`src/hdl/ocbs_pkg.sv`:
```
// ----------------------------------------------------------------------------
// ocbs_pkg - shared types and tables of the OLED command byte sequencer
// Request and result payloads, the request descriptor passed from the front
// end to the back end, operation codes, the init table and the 5x8 font.
// ----------------------------------------------------------------------------
package ocbs_pkg;

	// Default values of the top level parameters
	localparam int INIT_LENGTH_DEF = 15;
	localparam int CLEAR_BYTES_DEF = 512;
	localparam int GLYPH_COUNT_DEF = 64;

	// Fixed sizes of the built-in tables and the descriptor queue
	localparam int INIT_TABLE_SIZE = 32;
	localparam int FONT_SIZE       = 64;
	localparam int QUEUE_DEPTH     = 2;
	localparam int STEP_W          = 6;

	// Request operation codes
	localparam logic [2:0] OP_INIT   = 3'd0;
	localparam logic [2:0] OP_SHIFT  = 3'd1;
	localparam logic [2:0] OP_PRINT  = 3'd2;
	localparam logic [2:0] OP_CURSOR = 3'd3;
	localparam logic [2:0] OP_CLEAR  = 3'd4;

	// Configuration register indexes
	localparam logic [1:0] REG_DEVICE_ADDRESS = 2'd0;
	localparam logic [1:0] REG_COMMAND_PREFIX = 2'd1;
	localparam logic [1:0] REG_DATA_PREFIX    = 2'd2;

	// Controller command bytes
	localparam logic [7:0] CMD_SET_OFFSET = 8'hD3;
	localparam logic [7:0] CMD_PAGE_BASE  = 8'hB0;
	localparam logic [7:0] CMD_COL_HI     = 8'h10;
	localparam logic [7:0] COL_LO_MASK    = 8'h0F;

	typedef enum logic [2:0] {
		KIND_INIT,
		KIND_SHIFT,
		KIND_PRINT,
		KIND_CURSOR,
		KIND_CLEAR
	} kind_t;

	typedef struct packed {
		logic [2:0] operation;
		logic [7:0] char_code;
		logic [6:0] column;
		logic [2:0] page;
		logic [5:0] vertical_shift;
	} req_t;

	typedef struct packed {
		logic [7:0] out_byte;
		logic       start_before;
		logic       stop_after;
		logic [9:0] repeat_count;
		logic       last;
	} rsp_t;

	typedef struct packed {
		kind_t      kind;
		logic [5:0] glyph;
		logic [6:0] column;
		logic [2:0] page;
		logic [5:0] vshift;
	} desc_t;

	typedef struct packed {
		logic [7:0] device_address;
		logic [7:0] command_prefix;
		logic [7:0] data_prefix;
	} cfg_t;

	// Power-up command list; entries past the defined ones are zero
	localparam logic [7:0] INIT_TABLE [INIT_TABLE_SIZE] = '{
		8'hA8, 8'h1F, 8'h22, 8'h00, 8'h03, 8'h20, 8'h00, 8'hDA,
		8'h02, 8'h8D, 8'h14, 8'hAF, 8'hA1, 8'hC8, 8'h00, 8'h00,
		8'h00, 8'h00, 8'h00, 8'h00, 8'h00, 8'h00, 8'h00, 8'h00,
		8'h00, 8'h00, 8'h00, 8'h00, 8'h00, 8'h00, 8'h00, 8'h00
	};

	// Font glyphs for codes 32 to 95, first column in the top byte
	localparam logic [39:0] FONT [FONT_SIZE] = '{
		40'h0000000000, 40'h00002f0000, 40'h0007000700, 40'h147f147f14,
		40'h242a7f2a12, 40'h6264081323, 40'h3649552250, 40'h0005030000,
		40'h001c224100, 40'h0041221c00, 40'h14083E0814, 40'h08083E0808,
		40'h0000A06000, 40'h0808080808, 40'h0060600000, 40'h2010080402,
		40'h3E5149453E, 40'h00427F4000, 40'h4261514946, 40'h2141454B31,
		40'h1814127F10, 40'h2745454539, 40'h3C4A494930, 40'h0171090503,
		40'h3649494936, 40'h064949291E, 40'h0036360000, 40'h0056360000,
		40'h0814224100, 40'h1414141414, 40'h0041221408, 40'h0201510906,
		40'h324959513E, 40'h7C1211127C, 40'h7F49494936, 40'h3E41414122,
		40'h7F4141221C, 40'h7F49494941, 40'h7F09090901, 40'h3E4149497A,
		40'h7F0808087F, 40'h00417F4100, 40'h2040413F01, 40'h7F08142241,
		40'h7F40404040, 40'h7F020C027F, 40'h7F0408107F, 40'h3E4141413E,
		40'h7F09090906, 40'h3E4151215E, 40'h7F09192946, 40'h4649494931,
		40'h01017F0101, 40'h3F4040403F, 40'h1F2040201F, 40'h3F4038403F,
		40'h6314081463, 40'h0708700807, 40'h6151494543, 40'h007F414100,
		40'h0204081020, 40'h0041417F00, 40'h0402010204, 40'h4040404040
	};

	// Pick one column of a glyph
	function automatic logic [7:0] font_column(input logic [5:0] glyph, input logic [2:0] col);
		logic [39:0] row;
		row = FONT[glyph];
		case (col)
			3'd0: font_column = row[39:32];
			3'd1: font_column = row[31:24];
			3'd2: font_column = row[23:16];
			3'd3: font_column = row[15:8];
			3'd4: font_column = row[7:0];
			default: font_column = 8'h00;
		endcase
	endfunction

endpackage

```
`src/hdl/ocbs_stream_if.sv`:
```
// ----------------------------------------------------------------------------
// ocbs_stream_if - valid/ready stream channel
// Carries one payload item per handshake; source drives valid and data,
// sink drives ready.
// ----------------------------------------------------------------------------
interface ocbs_stream_if #(
	parameter type payload_t = logic
) ();
	logic     valid;
	logic     ready;
	payload_t data;

	modport source (output valid, output data, input ready);
	modport sink   (input valid, input data, output ready);
endinterface

```
`src/hdl/oled_command_byte_sequencer_top.sv`:
```
// ----------------------------------------------------------------------------
// oled_command_byte_sequencer_top - OLED command byte sequencer
// Expands display requests into the byte stream for a two-wire OLED link.
// ----------------------------------------------------------------------------
// Usage:
//   req  : request items (operation, char_code, column, page, vertical_shift).
//   rsp  : result items, one bus byte each with start/stop marks, a repeat
//          count and a last flag on the final byte of a request.
//   APB  : device_address at 0x0, command_prefix at 0x4, data_prefix at 0x8;
//          write only while no request is in flight.
// The first byte of a request is registered in the output register after its
//   item has been taken and written into the descriptor queue. Unless the
//   receiver stalls, the sequencer emits one byte per cycle; the requests
//   have init INIT_LENGTH + 2, shift 4, print 8, cursor 5, clear 12 bytes.
//   Back-to-back requests run without gaps while the receiver keeps up.
// Unknown operations are taken and produce no bytes.
// A two-entry descriptor queue lets requests be taken while earlier ones
//   are still being sequenced; when it is full req.ready drops.
// When the receiver stalls, the current byte holds in the output register
//   and sequencing pauses. Reset empties the queue and output and restores
//   the register defaults (address 0x78, command 0x00, data 0x40).
// ----------------------------------------------------------------------------
module oled_command_byte_sequencer_top
	import ocbs_pkg::*;
#(
	parameter int INIT_LENGTH = INIT_LENGTH_DEF,
	parameter int CLEAR_BYTES = CLEAR_BYTES_DEF,
	parameter int GLYPH_COUNT = GLYPH_COUNT_DEF
) (
	input  logic        clk,
	input  logic        arst_n,
	ocbs_stream_if.sink   req,
	ocbs_stream_if.source rsp,
	input  logic        psel,
	input  logic        penable,
	input  logic        pwrite,
	input  logic [3:0]  paddr,
	input  logic [31:0] pwdata,
	output logic [31:0] prdata,
	output logic        pready
);
	cfg_t  cfg_q;
	logic  cfg_wr;
	logic  push;
	logic  pop;
	logic  q_full;
	logic  q_not_empty;
	desc_t push_desc;
	desc_t head;
	req_t  req_payload;
	rsp_t  rsp_payload;

	assign req_payload = req.data;
	assign rsp.data    = rsp_payload;

	// Configuration registers
	assign pready = 1'b1;
	assign cfg_wr = psel && penable && pwrite && pready;

	always_ff @(posedge clk or negedge arst_n) begin
		if (!arst_n) begin
			cfg_q.device_address <= 8'd120;
			cfg_q.command_prefix <= 8'd0;
			cfg_q.data_prefix    <= 8'd64;
		end else if (cfg_wr) begin
			case (paddr[3:2])
				REG_DEVICE_ADDRESS: cfg_q.device_address <= pwdata[7:0];
				REG_COMMAND_PREFIX: cfg_q.command_prefix <= pwdata[7:0];
				REG_DATA_PREFIX:    cfg_q.data_prefix    <= pwdata[7:0];
				default: ;
			endcase
		end
	end

	// Register readback
	always_comb begin
		case (paddr[3:2])
			REG_DEVICE_ADDRESS: prdata = {24'd0, cfg_q.device_address};
			REG_COMMAND_PREFIX: prdata = {24'd0, cfg_q.command_prefix};
			REG_DATA_PREFIX:    prdata = {24'd0, cfg_q.data_prefix};
			default:            prdata = 32'd0;
		endcase
	end

	ocbs_front #(
		.GLYPH_COUNT(GLYPH_COUNT)
	) u_front (
		.req_valid (req.valid),
		.req_ready (req.ready),
		.req_data  (req_payload),
		.q_full    (q_full),
		.push      (push),
		.push_desc (push_desc)
	);

	ocbs_queue u_queue (
		.clk       (clk),
		.arst_n    (arst_n),
		.push      (push),
		.push_desc (push_desc),
		.pop       (pop),
		.full      (q_full),
		.not_empty (q_not_empty),
		.head      (head)
	);

	ocbs_back #(
		.INIT_LENGTH(INIT_LENGTH),
		.CLEAR_BYTES(CLEAR_BYTES)
	) u_back (
		.clk         (clk),
		.arst_n      (arst_n),
		.cfg         (cfg_q),
		.q_not_empty (q_not_empty),
		.head        (head),
		.pop         (pop),
		.rsp_valid   (rsp.valid),
		.rsp_ready   (rsp.ready),
		.rsp_data    (rsp_payload)
	);

endmodule

```
`src/hdl/ocbs_front.sv`:
```
// ----------------------------------------------------------------------------
// ocbs_front - request front end
// Accepts requests, drops unknown operations, maps the character code to a
// glyph index and pushes a compact descriptor into the queue.
// ----------------------------------------------------------------------------
module ocbs_front
	import ocbs_pkg::*;
#(
	parameter int GLYPH_COUNT = GLYPH_COUNT_DEF
) (
	input  logic  req_valid,
	output logic  req_ready,
	input  req_t  req_data,
	input  logic  q_full,
	output logic  push,
	output desc_t push_desc
);
	localparam logic [7:0] GLYPH_LIMIT = 8'(GLYPH_COUNT);
	localparam logic [7:0] FONT_LIMIT  = 8'(FONT_SIZE);
	localparam logic [7:0] FIRST_CHAR  = 8'd32;

	logic [7:0] char_off;
	logic       has_glyph;
	logic       known_op;

	// Accept whenever the queue has room
	assign req_ready = !q_full;

	// Map the character to a glyph, blank when outside the font or GLYPH_COUNT
	assign char_off  = req_data.char_code - FIRST_CHAR;
	assign has_glyph = (req_data.char_code >= FIRST_CHAR) && (char_off < GLYPH_LIMIT)
		&& (char_off < FONT_LIMIT);

	// Classify the operation
	always_comb begin
		known_op       = 1'b1;
		push_desc.kind = KIND_INIT;
		case (req_data.operation)
			OP_INIT:   push_desc.kind = KIND_INIT;
			OP_SHIFT:  push_desc.kind = KIND_SHIFT;
			OP_PRINT:  push_desc.kind = KIND_PRINT;
			OP_CURSOR: push_desc.kind = KIND_CURSOR;
			OP_CLEAR:  push_desc.kind = KIND_CLEAR;
			default:   known_op = 1'b0;
		endcase
		push_desc.glyph  = has_glyph ? char_off[5:0] : 6'd0;
		push_desc.column = req_data.column;
		push_desc.page   = req_data.page;
		push_desc.vshift = req_data.vertical_shift;
	end

	// Drop unknown operations: they are taken but yield nothing
	assign push = req_valid && req_ready && known_op;

endmodule

```
`src/hdl/ocbs_queue.sv`:
```
// ----------------------------------------------------------------------------
// ocbs_queue - descriptor queue
// Short FIFO that decouples the front end from the byte sequencer.
// ----------------------------------------------------------------------------
module ocbs_queue
	import ocbs_pkg::*;
(
	input  logic  clk,
	input  logic  arst_n,
	input  logic  push,
	input  desc_t push_desc,
	input  logic  pop,
	output logic  full,
	output logic  not_empty,
	output desc_t head
);
	localparam int PTR_W = (QUEUE_DEPTH > 1) ? $clog2(QUEUE_DEPTH) : 1;
	localparam int CNT_W = $clog2(QUEUE_DEPTH + 1);
	localparam logic [PTR_W-1:0] LAST_PTR = PTR_W'(QUEUE_DEPTH - 1);
	localparam logic [CNT_W-1:0] DEPTH_CNT = CNT_W'(QUEUE_DEPTH);

	desc_t            entry_q [QUEUE_DEPTH];
	logic [PTR_W-1:0] wr_ptr_q;
	logic [PTR_W-1:0] rd_ptr_q;
	logic [CNT_W-1:0] count_q;

	assign full      = (count_q == DEPTH_CNT);
	assign not_empty = (count_q != '0);
	assign head      = entry_q[rd_ptr_q];

	// Store pushed descriptors
	always_ff @(posedge clk) begin
		if (push) begin
			entry_q[wr_ptr_q] <= push_desc;
		end
	end

	// Advance pointers and fill count
	always_ff @(posedge clk or negedge arst_n) begin
		if (!arst_n) begin
			wr_ptr_q <= '0;
			rd_ptr_q <= '0;
			count_q  <= '0;
		end else begin
			if (push) begin
				wr_ptr_q <= (wr_ptr_q == LAST_PTR) ? '0 : wr_ptr_q + 1'b1;
			end
			if (pop) begin
				rd_ptr_q <= (rd_ptr_q == LAST_PTR) ? '0 : rd_ptr_q + 1'b1;
			end
			if (push && !pop) begin
				count_q <= count_q + 1'b1;
			end else if (pop && !push) begin
				count_q <= count_q - 1'b1;
			end
		end
	end

endmodule

```
`src/hdl/ocbs_back.sv`:
```
// ----------------------------------------------------------------------------
// ocbs_back - byte sequencer
// Walks the head descriptor step by step and, unless the receiver stalls,
// emits one item per cycle to an output register; pops on the last byte.
// ----------------------------------------------------------------------------
module ocbs_back
	import ocbs_pkg::*;
#(
	parameter int INIT_LENGTH = INIT_LENGTH_DEF,
	parameter int CLEAR_BYTES = CLEAR_BYTES_DEF
) (
	input  logic  clk,
	input  logic  arst_n,
	input  cfg_t  cfg,
	input  logic  q_not_empty,
	input  desc_t head,
	output logic  pop,
	output logic  rsp_valid,
	input  logic  rsp_ready,
	output rsp_t  rsp_data
);
	localparam logic [STEP_W-1:0] INIT_LAST = STEP_W'(INIT_LENGTH + 1);
	localparam logic [9:0]        CLEAR_REPS = 10'(CLEAR_BYTES);

	logic [STEP_W-1:0] step_q;
	logic [STEP_W-1:0] init_idx;
	logic [STEP_W-1:0] font_idx;
	logic              out_valid_q;
	rsp_t              out_q;
	rsp_t              nxt;
	logic              advance;

	assign init_idx = step_q - STEP_W'(2);
	assign font_idx = step_q - STEP_W'(3);

	// Build the byte for the current step
	always_comb begin
		nxt.out_byte     = 8'h00;
		nxt.start_before = 1'b0;
		nxt.stop_after   = 1'b0;
		nxt.repeat_count = 10'd1;
		nxt.last         = 1'b0;
		case (head.kind)
			KIND_INIT: begin
				if (step_q == '0) begin
					nxt.out_byte     = cfg.device_address;
					nxt.start_before = 1'b1;
				end else if (step_q == STEP_W'(1)) begin
					nxt.out_byte = cfg.command_prefix;
				end else begin
					nxt.out_byte   = INIT_TABLE[init_idx[4:0]];
					nxt.stop_after = (step_q == INIT_LAST);
					nxt.last       = (step_q == INIT_LAST);
				end
			end
			KIND_SHIFT: begin
				case (step_q)
					STEP_W'(0): begin
						nxt.out_byte     = cfg.device_address;
						nxt.start_before = 1'b1;
					end
					STEP_W'(1): nxt.out_byte = cfg.command_prefix;
					STEP_W'(2): nxt.out_byte = CMD_SET_OFFSET;
					default: begin
						nxt.out_byte   = {2'b00, head.vshift};
						nxt.stop_after = 1'b1;
						nxt.last       = 1'b1;
					end
				endcase
			end
			KIND_PRINT: begin
				case (step_q)
					STEP_W'(0): begin
						nxt.out_byte     = cfg.device_address;
						nxt.start_before = 1'b1;
					end
					STEP_W'(1): nxt.out_byte = cfg.data_prefix;
					STEP_W'(2): nxt.out_byte = 8'h00;
					default: begin
						nxt.out_byte   = font_column(head.glyph, font_idx[2:0]);
						nxt.stop_after = (step_q == STEP_W'(7));
						nxt.last       = (step_q == STEP_W'(7));
					end
				endcase
			end
			KIND_CURSOR: begin
				case (step_q)
					STEP_W'(0): begin
						nxt.out_byte     = cfg.device_address;
						nxt.start_before = 1'b1;
					end
					STEP_W'(1): nxt.out_byte = cfg.command_prefix;
					STEP_W'(2): nxt.out_byte = {1'b0, head.column} & COL_LO_MASK;
					STEP_W'(3): nxt.out_byte = CMD_COL_HI | {5'd0, head.column[6:4]};
					default: begin
						nxt.out_byte   = CMD_PAGE_BASE | {5'd0, head.page};
						nxt.stop_after = 1'b1;
						nxt.last       = 1'b1;
					end
				endcase
			end
			KIND_CLEAR: begin
				case (step_q)
					STEP_W'(0), STEP_W'(5), STEP_W'(8): begin
						nxt.out_byte     = cfg.device_address;
						nxt.start_before = 1'b1;
					end
					STEP_W'(1), STEP_W'(9): nxt.out_byte = cfg.command_prefix;
					STEP_W'(2): nxt.out_byte = 8'h00;
					STEP_W'(3): nxt.out_byte = CMD_COL_HI;
					STEP_W'(4): begin
						nxt.out_byte   = CMD_PAGE_BASE;
						nxt.stop_after = 1'b1;
					end
					STEP_W'(6): nxt.out_byte = cfg.data_prefix;
					STEP_W'(7): begin
						nxt.out_byte     = 8'h00;
						nxt.stop_after   = 1'b1;
						nxt.repeat_count = CLEAR_REPS;
					end
					STEP_W'(10): nxt.out_byte = CMD_SET_OFFSET;
					default: begin
						nxt.out_byte   = 8'h00;
						nxt.stop_after = 1'b1;
						nxt.last       = 1'b1;
					end
				endcase
			end
			default: ;
		endcase
	end

	// Load the output register when it is empty or being taken
	assign advance   = !out_valid_q || rsp_ready;
	assign pop       = advance && q_not_empty && nxt.last;
	assign rsp_valid = out_valid_q;
	assign rsp_data  = out_q;

	// Hold result payload
	always_ff @(posedge clk) begin
		if (advance && q_not_empty) begin
			out_q <= nxt;
		end
	end

	// Advance the step counter and output valid
	always_ff @(posedge clk or negedge arst_n) begin
		if (!arst_n) begin
			step_q      <= '0;
			out_valid_q <= 1'b0;
		end else if (advance) begin
			out_valid_q <= q_not_empty;
			if (q_not_empty) begin
				step_q <= nxt.last ? '0 : step_q + 1'b1;
			end
		end
	end

endmodule
```
`src/flat_wrapper.sv`:
```
// flat-port wrapper written by rule: the top's interface ports become plain ports
module oled_command_byte_sequencer_top_flat import ocbs_pkg::*;
#(
	parameter int INIT_LENGTH = INIT_LENGTH_DEF,
	parameter int CLEAR_BYTES = CLEAR_BYTES_DEF,
	parameter int GLYPH_COUNT = GLYPH_COUNT_DEF
)
  (clk, arst_n, psel, penable, pwrite, paddr, pwdata, prdata, pready, req_valid, req_data, req_ready, rsp_valid, rsp_data, rsp_ready);
  ocbs_stream_if req_i ();
  ocbs_stream_if rsp_i ();
  input  logic clk;
  input  logic arst_n;
  input  logic psel;
  input  logic penable;
  input  logic pwrite;
  input  logic [3:0] paddr;
  input  logic [31:0] pwdata;
  output logic [31:0] prdata;
  output logic pready;
  input wire logic [$bits(req_i.valid)-1:0] req_valid;
  input wire logic [$bits(req_i.data)-1:0] req_data;
  output wire logic [$bits(req_i.ready)-1:0] req_ready;
  output wire logic [$bits(rsp_i.valid)-1:0] rsp_valid;
  output wire logic [$bits(rsp_i.data)-1:0] rsp_data;
  input wire logic [$bits(rsp_i.ready)-1:0] rsp_ready;
  assign req_i.valid = req_valid;
  assign req_i.data = req_data;
  assign req_ready = req_i.ready;
  assign rsp_valid = rsp_i.valid;
  assign rsp_data = rsp_i.data;
  assign rsp_i.ready = rsp_ready;
  oled_command_byte_sequencer_top #(.INIT_LENGTH(INIT_LENGTH), .CLEAR_BYTES(CLEAR_BYTES), .GLYPH_COUNT(GLYPH_COUNT)) u_core (.clk(clk), .arst_n(arst_n), .req(req_i), .rsp(rsp_i), .psel(psel), .penable(penable), .pwrite(pwrite), .paddr(paddr), .pwdata(pwdata), .prdata(prdata), .pready(pready));
endmodule
```
`config.mk`:
```
export PLATFORM = sky130hd
export DESIGN_NAME = oled_command_byte_sequencer_top_flat
export DESIGN_NICKNAME = d
export VERILOG_FILES = /design/src/hdl/ocbs_pkg.sv /design/src/hdl/ocbs_stream_if.sv /design/src/hdl/oled_command_byte_sequencer_top.sv /design/src/hdl/ocbs_front.sv /design/src/hdl/ocbs_queue.sv /design/src/hdl/ocbs_back.sv /design/src/flat_wrapper.sv
export SDC_FILE = /design/constraint.sdc
export NUM_CORES = 1
export LEC_CHECK = 0
export BUFFER_PORTS_ARGS = -buffer_cell sky130_fd_sc_hd__buf_4
export CORE_UTILIZATION = 35
export CTS_CLUSTER_SIZE = 24
export DETAILED_ROUTE_END_ITERATION = 10
export GPL_ROUTABILITY_DRIVEN = 1
export PLACE_DENSITY_LB_ADDON = 0.08
export SLEW_MARGIN = 40
export SYNTH_ARGS = -nofsm -noshare
export SYNTH_HDL_FRONTEND = slang
export SYNTH_HIERARCHICAL = 1
export SYNTH_SLANG_ARGS = --single-unit
```
`constraint.sdc`:
```
create_clock -name clk -period 5.7 [get_ports clk]
set_input_delay 1.14 -clock clk [delete_from_list [all_inputs] [get_ports clk]]
set_output_delay 1.14 -clock clk [all_outputs]
set_load 0.02 [all_outputs]
```
-- Yosys cells after proc, flatten, opt, wreduce, memory -nomap -nowiden
Index checks and enable logic that the tools add are counted.
- register bits after elaboration: 34
- input port bits: 44
- output and inout port bits: 36
- logic and storage cells: 63
- add/sub/neg operators: 3
- eq/ne operators: 18
- multiplexer cells: 11
- reduce and logical (&&, ||, !) cells: 24
- operator list (kind ; number):
    $eq A6 B3 Y1 const B ; 4
    $pmux W8 S3 ; 1
    $eq A6 B4 Y1 const B ; 3
    $eq A6 B2 Y1 const B ; 2
    $reduce_or A11 Y1 ; 1
    $reduce_and A2 Y1 ; 4
    $logic_and A1 B1 Y1 ; 7
    $add A6 B1 Y6 const B ; 1
    $eq A3 B2 Y1 const AB ; 2
    $eq A6 B1 Y1 const B ; 1
    $eq A6 B5 Y1 const B ; 1
    $logic_not A6 Y1 ; 1
    $mux W1 ; 6
    $mux W6 ; 1
    $pmux W1 S5 ; 1
    $eq A2 B2 Y1 const B ; 2
    $logic_not A1 Y1 ; 4
    $mux W2 ; 2
    $reduce_bool A2 Y1 ; 2
    $reduce_or A4 Y1 ; 1
    $eq A3 B1 Y1 const AB ; 1
    $eq A3 B3 Y1 const AB ; 1
    $logic_not A3 Y1 const A ; 1
    $reduce_or A3 Y1 ; 1
    5 further kinds ; 5

-- Depth between registers and ports, before layout
- depth in word-level cells: 8
- mapped depth: 16
- depth with buffers taken out: 13

-- Modules after synthesis
Netlist, hierarchy kept.
- by module, submodules not included (module ; instances ; cells each ; area each (um2) ; seq. area each (um2)):
    ocbs_back ; 1 ; 750 ; 5079.9 ; 565.5
    ocbs_queue ; 1 ; 94 ; 2094.5 ; 1601.5
    oled_command_byte_sequencer_top ; 1 ; 108 ; 1340.0 ; 606.8
    ocbs_front ; 1 ; 40 ; 282.8 ; 0.0

-- Worst setup path after synthesis
OpenSTA, ideal clock, no wires.
- kind: register -> register
- start point: register u_core/u_queue/rd_ptr_q (netlist name)
- end point: register u_core/u_back/rsp_data[19] (netlist name)
- setup time: 0.261 ns
- data arrival time: 3.007 ns
- required time: 5.439 ns
- path slack: 2.432 ns
- stages on the path, launching flop included: 16
- path buffers: 5
- clock period less this slack: 3.268 ns
- path through: dfrtp_1 buf_6 buf_12 mux2_4 clkbuf_1 inv_1 ha_1 clkbuf_1 clkbuf_1 xor2_1 o211ai_1 o31ai_1 o21ai_0 nand4_1 o31ai_1 nand2_1

-- Final worst setup path
- start point: input port paddr[2]
- end point: output port prdata[4]
- word-level cells in the longest chain between the ends: 2
- elaborated cells on any way between the ends: 4
- classes of those cells: eq/ne: 2; mux: 1; reduce/logical: 1
- ends and longest elaborated chain (element ; RTL line ; text):
    start, declared ; flat_wrapper.sv:16 ; input logic [3:0] paddr;
    $eq A2 B2 Y1 (tied with other cells) ; oled_command_byte_sequencer_top.sv:77 ; case (paddr[3:2])
    $pmux W8 S3 * ; oled_command_byte_sequencer_top.sv:77 ;
    end, declared ; flat_wrapper.sv:18 ; output logic [31:0] prdata;
Mark *: on every way between the ends. The rest lies on a longest branch, timed or not.

==> results.sh <==
export IMPL_num_io_pins=80
export IMPL_dr_first_iter_drc_count=83
export IMPL_post_dp_hpwl_microns=2909
export IMPL_route_detailed_wl_per_inst_microns=11.64
export IMPL_achievable_frequency_ghz=0.2872
export IMPL_ctsHtreeMaxLevel=2
export IMPL_floorplan_die_area_sq_mm=0.007583
export IMPL_drt_vias_per_instance=4.311
export IMPL_rows=30
export IMPL_p_per_area_mw_per_mm2=410.0
export IMPL_finish_net_count=300
export IMPL_detail_route_antenna_nets=0
export IMPL_worst_clock_skew_ps=9.696
export IMPL_drt_total_wl_microns=4039
export IMPL_placement_cell_area_sq_mm=0.002638
export IMPL_tightestPinTransition_ps=766.0
export IMPL_buffer_ports_inserted=27
export IMPL_clkSlewWorstSetupHoldPaths_ps=80
export IMPL_rsz0062_at_grt="false"
export IMPL_vias=1496
export IMPL_critPathSlowestCell="nor2b_1"
export IMPL_timing_critical_path_slowest_cell_delay_ps=600
export IMPL_avgSynthCellArea_sq_um=11.26
export IMPL_cts_made_buffers=5
export IMPL_run_status="complete, no violations"
export IMPL_internal_power_uw=732.1
export IMPL_cts_root_buffer_cell="clkbuf_8"
export IMPL_max_cap_violations=0
export IMPL_clock_latency_of_the_later_clocked_register_in_the_worst_skew_pair_ps=290
export IMPL_number_of_antenna_violations_at_the_first_check_in_global_routing=0
export IMPL_drive_above_1_share_pct=32.67
export IMPL_gp_congestion=0.7071
export IMPL_crit_path_start_kind="input pin"
export IMPL_timing_final_crit_share_pct=61.09
export IMPL_sink_count_of_the_clock_tree=42
export IMPL_syn_instance_count=225
export IMPL_cts_tree="done"
export IMPL_final_area_sq_mm=0.002750
export IMPL_via_count_of_the_first_global_routing_pass=1444
export IMPL_gr_usage_all_layers_pct=11.65
export IMPL_critical_path_top_delay_family="simple AND/OR/NAND/NOR gates"
export IMPL_drc=0
export IMPL_slew_limit_headroom_pct=48.65
export IMPL_fillCellCount=690
export IMPL_power_combinational_fraction_pct=36.2
export IMPL_globalRoute_totalOverflow=0
export IMPL_cts_hold_buffers_added=0
export IMPL_fin_hold_ws_ps=482.4
export IMPL_die_w_microns=87.08
export IMPL_worstSetupEndpointType="output port"
export IMPL_die_height_microns=87.08
export IMPL_cp_arrival_ps=2340
export IMPL_net_switching_power_uw=395.4
export IMPL_period_minus_slack_ps=3482
export IMPL_place_detailed_instances=339
export IMPL_power_frac_seq_pct=43.1
export IMPL_growth_of_design_area_from_synthesis_to_finish_pct=8.543
export IMPL_finalNonFillerCells=347
export IMPL_peakVddDrop_uv=223.1
export IMPL_required_ps=4560
export IMPL_n_antenna_cell=0
export IMPL_switching_share_pct=35.07
export IMPL_floorplan_initialDensity_pct=36.68
export IMPL_cts_path_max_buffers=2
export IMPL_static_leakage_power_nw=1.265
export IMPL_netlist_area_sq_mm=0.002534
export IMPL_core_area_sq_mm=0.006907
export IMPL_timing_worst_setup_path_type="in -> out"
export IMPL_postCtsSetupBuffers=0
export IMPL_min_path_type="reg -> reg"
export IMPL_worstPathMaxFanout=12
export IMPL_fin_setup_tns_ps=0
export IMPL_clock_network_fraction_of_design_power_pct=20.7
export IMPL_final_hold_viol_count=0
export IMPL_drt_pre_antenna_iters=4
export IMPL_count_of_final_setup_violators=0
export IMPL_critical_path_n_buffers_inverters=2
export IMPL_grt_start_max_net_pins=36
export IMPL_critPathMostFrequentCell="buf_4"
export IMPL_worstPathCellList="buf_4 -> nor2b_1 -> nand2_1 -> o21ai_0 -> buf_4"
export IMPL_total_count_of_max_transition_violations_in_the_final_report=0
export IMPL_ys_warnings_count=6
export IMPL_cts_repair_resize_count=0
export IMPL_grt_pass1_wl_microns=6817
[cells in the final DEF (no fill, tap or decap), drive strengths merged, types with 2 or more instances in the layout]
cell	n
or3b	3
nor2	9
o21ai	13
or2	2
dfrtp	30
nor2b	7
inv	8
buf	27
or4	2
edfxtp	7
mux2	27
and3	2
conb	35
nand2b	5
clkbuf	5
nor3b	3
xor2	4
dfstp	5
nand3	6
and2	3
ha	6
o22ai	2
nor3	5
mux2i	8
a21oi	3
nand2	14
[final cells by class]
type | instances | area (sq um) | area share [%]
Clock buffer | 5 | 68.82 | 2.502
Tap cell | 96 | 120.1 | 4.368
Timing Repair Buffer | 27 | 202.7 | 7.370
Multi-Input combinational cell | 167 | 1196 | 43.49
Inverter | 7 | 26.28 | 0.9554
Clock inverter | 3 | 43.79 | 1.592
Sequential cell | 42 | 1092 | 39.72
[per-layer routing]
metal  wire (microns)  track usage [%]
met5                0                0
met1             2051            16.29
met3              122            2.559
met2             1834            18.18
met4               31            3.182
[final timing paths]
kind	from	end	slack, ps	cells past startpoint
max	paddr[2]	prdata[4]	2220	5
min in group asynchronous	arst_n	u_core/cfg_q[5]$_DFFE_PN0P_	790	1
max in group asynchronous	arst_n	u_core/cfg_q[20]$_DFFE_PN1P_	4560	1
min reg2reg	u_core/u_queue/count_q[1]$_DFFE_PN0P_	u_core/u_queue/count_q[1]$_DFFE_PN0P_	480	1
min	u_core/u_queue/count_q[1]$_DFFE_PN0P_	u_core/u_queue/count_q[1]$_DFFE_PN0P_	480	1
max reg2reg	u_core/u_queue/rd_ptr_q$_DFFE_PN0P_	u_core/u_queue/count_q[1]$_DFFE_PN0P_	2840	12
[power by group through the flow]
| stage | clock, mW | sequential, mW | combinational (mW) |
|---|---|---|---|
| floorplan | 0 | 0.463 | 0.417 |
| finish | 0.233 | 0.486 | 0.408 |
| global route | 0.257 | 0.504 | 0.461 |
| detailed placement | 0 | 0.493 | 0.412 |
| CTS | 0.245 | 0.487 | 0.414 |
| global placement | 0 | 0.494 | 0.408 |
[registers in the layout, summed over array words and instances (netlist names)]
name                     count
u_core/cfg_q                24
u_core/u_back/step_q         6
u_core/u_queue/entry_q       6
u_core/u_queue/count_q       2
u_core/u_back/rsp_data       1
u_core/u_back/rsp_valid      1
u_core/u_queue/rd_ptr_q      1
u_core/u_queue/wr_ptr_q      1
[through the flow]
stage	total power [mW]	utilization, %	setup slack (ps)
floorplan	0.8795	-	2656
CTS	1.146	39.82	2207
finish	1.128	39.82	2218
global placement	0.9022	38.19	2230
global route	1.222	39.82	2113
detailed placement	0.9043	38.19	2214
(Power assumes the default switching activity.)
